--- src/design/cpsat_pkg.sv ---
`timescale 1ns / 1ps
// ----------------------------------------------------------------------------
// cpsat_pkg
// Shared types and constants of the polygon separating-axis collision block.
// ----------------------------------------------------------------------------
package cpsat_pkg;

  localparam int NUM_W     = 48;  // divider dividend width
  localparam int DEN_W     = 32;  // divider divisor width
  localparam int MIN_VERTS = 3;

  localparam logic POLY_A = 1'b0;
  localparam logic POLY_B = 1'b1;

  typedef enum logic [4:0] {
    OP_NONE,
    OP_WRITE,
    OP_LATCH_I,
    OP_EDGE,
    OP_NORM,
    OP_SQ_X,
    OP_SQ_Y,
    OP_SQRT_INIT,
    OP_SQRT_STEP,
    OP_DIV_X,
    OP_SET_NX,
    OP_DIV_Y,
    OP_SET_NY,
    OP_TEST_INIT,
    OP_PROJ_INIT,
    OP_PROJ_MUL,
    OP_PROJ_ACC,
    OP_CMP,
    OP_SUM_INIT,
    OP_SUM_ACC,
    OP_DIV_CX,
    OP_SET_CX,
    OP_DIV_CY,
    OP_SET_CY,
    OP_DOT_MUL,
    OP_DOT_FIX
  } dp_op_e;

  typedef struct packed {
    dp_op_e op;
    logic   sel;
  } dp_cmd_t;

  typedef struct packed {
    logic edge_zero;
    logic norm_ok;
    logic sqrt_done;
    logic div_busy;
    logic gap;
    logic have;
  } dp_stat_t;

endpackage

--- src/design/cpsat_ctrl.sv ---
`timescale 1ns / 1ps
// ----------------------------------------------------------------------------
// cpsat_ctrl
// Sequencer: vertex loading, edge walk, projection and centroid loops.
// ----------------------------------------------------------------------------
module cpsat_ctrl
  import cpsat_pkg::*;
#(
  parameter int MAX_VERTICES = 16,
  parameter int AW           = 4,
  parameter int CW           = 5
) (
  input  logic          clk_i,
  input  logic          rst_ni,
  input  logic          start_i,
  input  logic          poly_sel_i,
  input  logic          last_i,
  input  dp_stat_t      stat_i,
  output logic          busy_o,
  output logic          done_o,
  output logic          hit_o,
  output logic          ovf_o,
  output dp_cmd_t       cmd_o,
  output logic [AW-1:0] addr_o,
  output logic [CW-1:0] cnt_o
);

  typedef enum logic [4:0] {
    S_IDLE, S_CHECK, S_E_RD, S_E_LATCH, S_E_EDGE, S_E_ZERO, S_NORM, S_SQ_Y,
    S_SQRT_INIT, S_SQRT, S_DIVX_W, S_DIVY, S_DIVY_W, S_P_INIT, S_P_RD,
    S_P_MUL, S_P_ACC, S_CMP, S_HAVE, S_S_INIT, S_S_RD, S_S_ACC, S_CX,
    S_CX_W, S_CY, S_CY_W, S_DOT_MUL, S_DOT_FIX
  } state_e;

  state_e        state_q, state_d;
  logic [CW-1:0] cnt_a_q, cnt_a_d, cnt_b_q, cnt_b_d;
  logic          ovf_q, ovf_d;
  logic          poly_q, poly_d, psel_q, psel_d;
  logic [AW-1:0] i_q, i_d, k_q, k_d;
  logic          done_q, done_d, hit_q, hit_d, ovf_res_q, ovf_res_d;
  logic [CW-1:0] n_edge, n_proj, n_in;
  logic          i_last, k_last;

  assign n_edge = (poly_q == POLY_B) ? cnt_b_q : cnt_a_q;
  assign n_proj = (psel_q == POLY_B) ? cnt_b_q : cnt_a_q;
  assign n_in   = (poly_sel_i == POLY_B) ? cnt_b_q : cnt_a_q;
  assign i_last = (CW'(i_q) + 1'b1) == n_edge;
  assign k_last = (CW'(k_q) + 1'b1) == n_proj;

  always_comb begin
    state_d   = state_q;
    cnt_a_d   = cnt_a_q;
    cnt_b_d   = cnt_b_q;
    ovf_d     = ovf_q;
    poly_d    = poly_q;
    psel_d    = psel_q;
    i_d       = i_q;
    k_d       = k_q;
    done_d    = 1'b0;
    hit_d     = hit_q;
    ovf_res_d = ovf_res_q;
    cmd_o.op  = OP_NONE;
    cmd_o.sel = poly_q;
    addr_o    = i_q;

    case (state_q)
      S_IDLE: begin
        cmd_o.sel = poly_sel_i;
        addr_o    = n_in[AW-1:0];
        if (start_i) begin
          if (n_in < CW'(MAX_VERTICES)) begin
            cmd_o.op = OP_WRITE;
            if (poly_sel_i == POLY_B) cnt_b_d = cnt_b_q + 1'b1;
            else                      cnt_a_d = cnt_a_q + 1'b1;
          end else begin
            ovf_d = 1'b1;
          end
          if (last_i) state_d = S_CHECK;
        end
      end
      S_CHECK: begin
        if (cnt_a_q >= CW'(MIN_VERTS) && cnt_b_q >= CW'(MIN_VERTS)) begin
          cmd_o.op = OP_TEST_INIT;
          poly_d   = POLY_A;
          i_d      = '0;
          state_d  = S_E_RD;
        end else begin
          hit_d = 1'b0;
          state_d = S_IDLE;
        end
      end
      S_E_RD: state_d = S_E_LATCH;
      S_E_LATCH: begin
        cmd_o.op = OP_LATCH_I;
        addr_o   = i_last ? '0 : i_q + 1'b1;
        state_d  = S_E_EDGE;
      end
      S_E_EDGE: begin
        cmd_o.op = OP_EDGE;
        state_d  = S_E_ZERO;
      end
      S_E_ZERO: state_d = stat_i.edge_zero ? S_HAVE : S_NORM;
      S_NORM: begin
        if (stat_i.norm_ok) begin
          cmd_o.op = OP_SQ_X;
          state_d  = S_SQ_Y;
        end else begin
          cmd_o.op = OP_NORM;
        end
      end
      S_SQ_Y: begin
        cmd_o.op = OP_SQ_Y;
        state_d  = S_SQRT_INIT;
      end
      S_SQRT_INIT: begin
        cmd_o.op = OP_SQRT_INIT;
        state_d  = S_SQRT;
      end
      S_SQRT: begin
        if (stat_i.sqrt_done) begin
          cmd_o.op = OP_DIV_X;
          state_d  = S_DIVX_W;
        end else begin
          cmd_o.op = OP_SQRT_STEP;
        end
      end
      S_DIVX_W: begin
        if (!stat_i.div_busy) begin
          cmd_o.op = OP_SET_NX;
          state_d  = S_DIVY;
        end
      end
      S_DIVY: begin
        cmd_o.op = OP_DIV_Y;
        state_d  = S_DIVY_W;
      end
      S_DIVY_W: begin
        if (!stat_i.div_busy) begin
          cmd_o.op = OP_SET_NY;
          state_d  = S_P_INIT;
        end
      end
      S_P_INIT: begin
        cmd_o.op = OP_PROJ_INIT;
        psel_d   = POLY_A;
        k_d      = '0;
        state_d  = S_P_RD;
      end
      S_P_RD: begin
        cmd_o.sel = psel_q;
        addr_o    = k_q;
        state_d   = S_P_MUL;
      end
      S_P_MUL: begin
        cmd_o.op = OP_PROJ_MUL;
        state_d  = S_P_ACC;
      end
      S_P_ACC: begin
        cmd_o.op  = OP_PROJ_ACC;
        cmd_o.sel = psel_q;
        if (!k_last) begin
          k_d     = k_q + 1'b1;
          state_d = S_P_RD;
        end else if (psel_q == POLY_A) begin
          psel_d  = POLY_B;
          k_d     = '0;
          state_d = S_P_RD;
        end else begin
          state_d = S_CMP;
        end
      end
      S_CMP: begin
        cmd_o.op = OP_CMP;
        if (stat_i.gap) begin
          hit_d   = 1'b0;
          state_d = S_IDLE;
        end else begin
          state_d = S_HAVE;
        end
      end
      S_HAVE: begin
        // advance to the next edge, or finish the walk
        if (!i_last) begin
          i_d     = i_q + 1'b1;
          state_d = S_E_RD;
        end else if (poly_q == POLY_A) begin
          poly_d  = POLY_B;
          i_d     = '0;
          state_d = S_E_RD;
        end else if (stat_i.have) begin
          psel_d  = POLY_A;
          state_d = S_S_INIT;
        end else begin
          hit_d   = 1'b0;
          state_d = S_IDLE;
        end
      end
      S_S_INIT: begin
        cmd_o.op = OP_SUM_INIT;
        k_d      = '0;
        state_d  = S_S_RD;
      end
      S_S_RD: begin
        cmd_o.sel = psel_q;
        addr_o    = k_q;
        state_d   = S_S_ACC;
      end
      S_S_ACC: begin
        cmd_o.op = OP_SUM_ACC;
        if (k_last) begin
          state_d = S_CX;
        end else begin
          k_d     = k_q + 1'b1;
          state_d = S_S_RD;
        end
      end
      S_CX: begin
        cmd_o.op = OP_DIV_CX;
        state_d  = S_CX_W;
      end
      S_CX_W: begin
        if (!stat_i.div_busy) begin
          cmd_o.op  = OP_SET_CX;
          cmd_o.sel = psel_q;
          state_d   = S_CY;
        end
      end
      S_CY: begin
        cmd_o.op = OP_DIV_CY;
        state_d  = S_CY_W;
      end
      S_CY_W: begin
        if (!stat_i.div_busy) begin
          cmd_o.op  = OP_SET_CY;
          cmd_o.sel = psel_q;
          if (psel_q == POLY_A) begin
            psel_d  = POLY_B;
            state_d = S_S_INIT;
          end else begin
            state_d = S_DOT_MUL;
          end
        end
      end
      S_DOT_MUL: begin
        cmd_o.op = OP_DOT_MUL;
        state_d  = S_DOT_FIX;
      end
      S_DOT_FIX: begin
        cmd_o.op = OP_DOT_FIX;
        hit_d    = 1'b1;
        state_d  = S_IDLE;
      end
      default: state_d = S_IDLE;
    endcase

    // every return to idle from the test ends the pair
    if (state_q != S_IDLE && state_d == S_IDLE) begin
      done_d    = 1'b1;
      ovf_res_d = ovf_q;
      cnt_a_d   = '0;
      cnt_b_d   = '0;
      ovf_d     = 1'b0;
    end
  end

  assign cnt_o = n_proj;

  always_ff @(posedge clk_i or negedge rst_ni) begin
    if (!rst_ni) begin
      state_q   <= S_IDLE;
      cnt_a_q   <= '0;
      cnt_b_q   <= '0;
      ovf_q     <= 1'b0;
      poly_q    <= POLY_A;
      psel_q    <= POLY_A;
      i_q       <= '0;
      k_q       <= '0;
      done_q    <= 1'b0;
      hit_q     <= 1'b0;
      ovf_res_q <= 1'b0;
    end else begin
      state_q   <= state_d;
      cnt_a_q   <= cnt_a_d;
      cnt_b_q   <= cnt_b_d;
      ovf_q     <= ovf_d;
      poly_q    <= poly_d;
      psel_q    <= psel_d;
      i_q       <= i_d;
      k_q       <= k_d;
      done_q    <= done_d;
      hit_q     <= hit_d;
      ovf_res_q <= ovf_res_d;
    end
  end

  assign busy_o = (state_q != S_IDLE);
  assign done_o = done_q;
  assign hit_o  = hit_q;
  assign ovf_o  = ovf_res_q;

endmodule

--- config.mk ---
export PLATFORM = sky130hd
export DESIGN_NAME = cpsat_ctrl
export DESIGN_NICKNAME = d
export VERILOG_FILES = /design/src/design/cpsat_pkg.sv /design/src/design/cpsat_ctrl.sv
export SDC_FILE = /design/constraint.sdc
export NUM_CORES = 1
export LEC_CHECK = 0
export BUFFER_PORTS_ARGS = -buffer_cell sky130_fd_sc_hd__buf_2
export CELL_PAD_IN_SITES_DETAIL_PLACEMENT = 1
export CELL_PAD_IN_SITES_GLOBAL_PLACEMENT = 1
export CORE_ASPECT_RATIO = 1.2
export CORE_UTILIZATION = 48
export DETAILED_ROUTE_END_ITERATION = 8
export GPL_ROUTABILITY_DRIVEN = 0
export GPL_TIMING_DRIVEN = 1
export HOLD_SLACK_MARGIN = 0.06
export PLACE_DENSITY_LB_ADDON = 0.1
export SYNTH_ARGS = -nofsm -noshare
export SYNTH_HDL_FRONTEND = slang
export SYNTH_SLANG_ARGS = --single-unit
export TNS_END_PERCENT = 30
--- constraint.sdc ---
create_clock -name clk_i -period 4 [get_ports clk_i]
set_input_delay 0.8 -clock clk_i [delete_from_list [all_inputs] [get_ports clk_i]]
set_output_delay 0.8 -clock clk_i [all_outputs]
set_load 0.02 [all_outputs]
[Word level (Yosys, flattened, before mapping)]
Index checks and enable logic that the tools add are counted.
Word-level totals
  logic and storage cells: 160
  output and inout bits: 19
  input port bits: 11
  flip-flop bits (word level): 29
Cells by class
  eq/ne operators: 43
  add/subtract/negate cells: 6
  order comparisons: 3
  mux-type cells: 73
  reduce and logical (&&, ||, !) cells: 24
Operator list (number)
  $mux 5: 28
  $pmux 5 s27: 1
  $pmux 5 s23: 1
  $eq 5x5->1 const B: 12
  $mux 4: 11
  $eq 5x4->1 const B: 8
  $pmux 4 s3: 2
  $mux 1: 21
  $eq 5x3->1 const B: 4
  $ne 2x2->1 const B: 10
  $mux 6: 2
  $pmux 1 s4: 3
  $reduce_and 3->1: 4
  $reduce_and 6->1: 2
  $add 4x1->5 const B: 2
  $add 5x1->5 const B: 2
  $eq 5x2->1 const B: 2
  $eq 5x5->1: 2
  $ge 5x2->1 const B: 2
  $logic_not 5->1: 2
  $reduce_bool 2->1: 5
  $add 4x1->4 const B: 2
  $pmux 4 s2: 1
  $reduce_and 4->1: 2
  12 further kinds: 18

[Longest topological paths before layout]
  depth after elaboration: 8
  mapped depth: 10
  mapped depth without buffers: 8

[Least setup slack after synthesis]
OpenSTA, ideal clock, no wires.
  path type: flip-flop to output port
  start: register i_q[0]
  end: output port addr_o[3]
  required time: 3.200 ns
  stages on the path, launching flop included: 9
  buffers on the path: 0
  arrival time: 2.025 ns
  setup slack: 1.175 ns
  cells stage by stage: dfrtp_1 > ha_1 > xnor2_1 > xnor2_1 > nand4_1 > o21ai_0 > o21ai_0 > a21oi_1 > o211ai_1
Between the ends
  longest elaborated chain between the ends: 4
  elaborated cells between the ends (all ways): 5
  classes of those cells: add/sub (2); eq/ne (1); mux (2)
RTL lines
  from (decl): RTL line cpsat_ctrl.sv:39  | logic [AW-1:0] i_q, i_d, k_q, k_d;
  from (signal assigned): RTL line cpsat_ctrl.sv:288  | i_q <= i_d;
  $add 4x1->5: RTL line cpsat_ctrl.sv:47  | assign i_last = (CW'(i_q) + 1'b1) == n_edge;
  $eq 5x5->1: RTL line cpsat_ctrl.sv:47
  $mux 4 *: RTL line cpsat_ctrl.sv:95  | addr_o = i_last ? '0 : i_q + 1'b1;
  $pmux 4 s3 *: RTL line cpsat_ctrl.sv:66  | case (state_q)
  to (decl): RTL line cpsat_ctrl.sv:24  | output logic [AW-1:0] addr_o,
Mark *: on every way between the ends. The rest lies on a longest branch, timed or not.

[Final worst setup path]
  start: register i_q[0]
  end: output port addr_o[0]
Between the ends
  longest elaborated chain between the ends: 4
  elaborated cells between the ends (all ways): 5
  classes of those cells: add/sub (2); eq/ne (1); mux (2)
RTL lines (RTL line)
  $add 4x1->5: cpsat_ctrl.sv:47
  $eq 5x5->1: cpsat_ctrl.sv:47
  $mux 4: cpsat_ctrl.sv:95
  $pmux 4 s3 *: cpsat_ctrl.sv:66
Marked as above.

==> out/metrics.yaml <==
global_route:
  vias_in_the_first_global_route: 2916
  grt_antenna_before_repair: 0
  maximum_number_of_pins_on_one_net_before_global_route_repair: 30
  total_routing_usage_reported_by_global_routing: 0.3215
  grt_first_pass_wirelength_mm: 15.19
  grt_residual_overflow: 0
logic_synthesis:
  post_synthesis_cell_count: 363
  postSynthNetCount: 378
  post_synth_num_cell_types: 67
  synthArstFlopShare: 1.000
  netlist.top_cell.by_area: "dfrtp_1"
  synth_seq_cells: 29
  synth_area_um2: 2828
  yosysWarningCount: 0
  netlist.area_leader.share: 0.2566
  synth_most_common_cell: "nor2_1"
  count_of_flip_flops_with_a_built_in_enable_after_synthesis: 0
  ys_top_cells_by_area: "dfrtp_1 26%, mux2i_1 5.7%, o21ai_0 5.1%"
  synth.yosys.seq_area_share: 0.2566
  synth_top_cells_by_count: "38 x nor2_1, 31 x nand2_1, 29 x dfrtp_1, 29 x o21ai_0, 23 x a21oi_1"
  syn-mean-instance-area_um2: 7.790
  dominantRegCellSynth: "dfrtp_1"
finish:
  antennaDiodeCount: 0
  fin_area_um2: 3113
  layout-area-overhead-vs-synth_pct: 10.09
  utilization_after_layout: 0.5492
  post_layout_nets: 398
  final_layout_size_suffix_gt1_frac: 0.1563
cts:
  cts_num_sinks: 29
  cts.clk_slew.worst_paths_ns: 0.07
  ctsLongestPathBuffers: 2
  cts_root_buf: "clkbuf_8"
  tritoncts: "built"
  clock_insertion_delay_worst_skew_ns: 0.28
  post-cts-setup-buffer-count: 0
  cts.repair.resized: 0
  htree_num_levels: 2
  cts_hold_buffers: 0
  cts_inserted_buffers: 5
timing:
  crit_share_post_route: 0.9064
  rsz0062_at_grt: "false"
  worst_pin_slew_ns: 0.8694
  post-route-min-period_ns: 3.626
  maxClockFrequency_mhz: 275.8
  skew_ns: 0.004951
  report.final.setup_viol: 0
  finalHoldViolCount: 0
  final_max_slew_viol_count: 0
  setup_slack_ns: 0.3743
  timing.max_slew.rel_slack: 0.4130
  setup_total_neg_slack_ns: 0
detailed_routing:
  via_per_inst: 6.248
  dr_total_vias: 2899
  wl_mm: 9.376
  drt-initial-drc-count: 229
  postRouteAntennaNets: 0
  avgRoutedWirePerCell_um: 20.21
  firstDrtPassIters: 6
  drcViolationCount: 0
worst_setup_path:
  worst_path_maximum_fanout: 7
  crit_path_arrival_time_ns: 2.83
  worst_ep_required_time_ns: 3.20
  cp-start-kind: "register"
  worst_path_largest_cell_delay_ns: 0.54
  critPathKind: "reg2out"
  critPathTopFamily: "compound AO/OA/AOI/OAI gates"
  critPathMostFrequentCell: "xnor2_1"
  timing.critical_path.to_type: "output pin"
  crit_path_cell_trace: "ha_1, xnor2_1, xnor2_1, nand4_1, o21ai_0, nor2_1, a221oi_1, a21oi_1, buf_2"
  worst_path_max_delay_cell: "o21ai_0"
  critPathBufInv: 1
placement:
  io_buffers: 29
  dpl-instance-area_um2: 3027
  place_hpwl_mm: 7.036
  post-place-ws_ns: 0.7240
run_status:
  outcome: "finished, final reports clean"
hold_path:
  hp-class: "reg2reg"
pwr:
  irDropWorstVdd_mv: 0.3213
  powerDensity_nw_per_um2: 762.5
  leakage_dissipation_nw: 1.309
floorplan:
  placementRows: 30
  chipHeight_um: 86.08
  area_of_the_core_region_um2: 5668
  die_area_um2: 6203
  initial_core_util: 0.4989
  fp.dieW_um: 72.07
  boundaryPins: 30
job:
  max_cap_violations: 0
per-layer routing:
layer  GRT usage  wire length, um  up-vias
met5           0                0        -
met3     0.03408              304       25
met4      0.1497              333        0
met1      0.3777             3827     1416
met2      0.5777             4910       86
li1            -                -     1372
through the flow:
stage | power (W) | hold slack, ns | instances
6_report | 0.002374 | 0.5015 | 464
5_1_grt | 0.002540 | 0.5322 | 464
4_1_cts | 0.002364 | 0.5074 | 464
3_5_place_dp | 0.002107 | 0.4919 | 456
3_3_place_gp | 0.002076 | 0.4775 | 456
2_1_floorplan | 0.001682 | 0.4642 | 363
flip-flops by register name, indices dropped and copies added (netlist names):
register	flops
cnt_a_q	5
cnt_b_q	5
done_o	1
hit_o	1
i_q	4
k_q	4
ovf_o	1
ovf_q	1
poly_q	1
psel_q	1
state_q	5
layout by cell type, fill, tap and decap left out, types with 6 or more instances in the layout:
cell type | Yosys | routed
nor2b_1 | 6 | 6
inv_1 | 16 | 16
o31ai_1 | 6 | 6
mux2i_1 | 16 | 16
xor2_1 | 10 | 10
nand2_1 | 31 | 31
nor2_1 | 38 | 38
o21ai_0 | 29 | 29
buf_2 | 4 | 29
nor3_1 | 13 | 13
nand2b_1 | 9 | 9
nand3_1 | 8 | 8
a21oi_1 | 23 | 23
buf_4 | 2 | 9
xnor2_1 | 15 | 15
a31oi_1 | 7 | 7
dfrtp_1 | 29 | 29
report_power, final:
part,total [W],leakage [nW],switching (W),internal [W]
combinational,0.00156,0.880,0.000973,0.000587
sequential,0.000567,0.385,0.000197,0.000370
clock,0.000246,0.0439,0.000126,0.000120
layout make-up:
class | instances | area, um^2
fillers | 740 | 2555
multi-input cells | 292 | 1924
flip-flops and latches | 29 | 725.7
repair buffers | 38 | 212.7
well taps | 80 | 100.1
clock buffers | 5 | 68.82
inverters | 17 | 63.81
clock inverters | 3 | 17.52
final timing paths:
check / startpoint / slack, ns / to / cells after the start
worst max-delay path: i_q[0] / 0.37 / addr_o[0] / 9
worst max register to register: psel_q / 0.88 / ovf_o / 8
max in group asynchronous: rst_ni / 3.00 / i_q[1] / 1
min in group asynchronous: rst_ni / 0.55 / state_q[3] / 1
worst min register to register: ovf_o / 0.50 / ovf_o / 1
worst min-delay path: ovf_o / 0.50 / ovf_o / 1
cell families (layout without fill, tap and decap cells):
kind of cell	Yosys count	in the layout	share of synthesized area
mux	22	22	0.08451
flops	29	29	0.2566
xor+xnor	25	25	0.07743
fa+ha+maj	4	4	0.01770
simple gates	133	133	0.2438
buf+inv	42	63	0.06283
compound gates	108	108	0.2571
No activity file was read; power rests on OpenSTA's default activity.
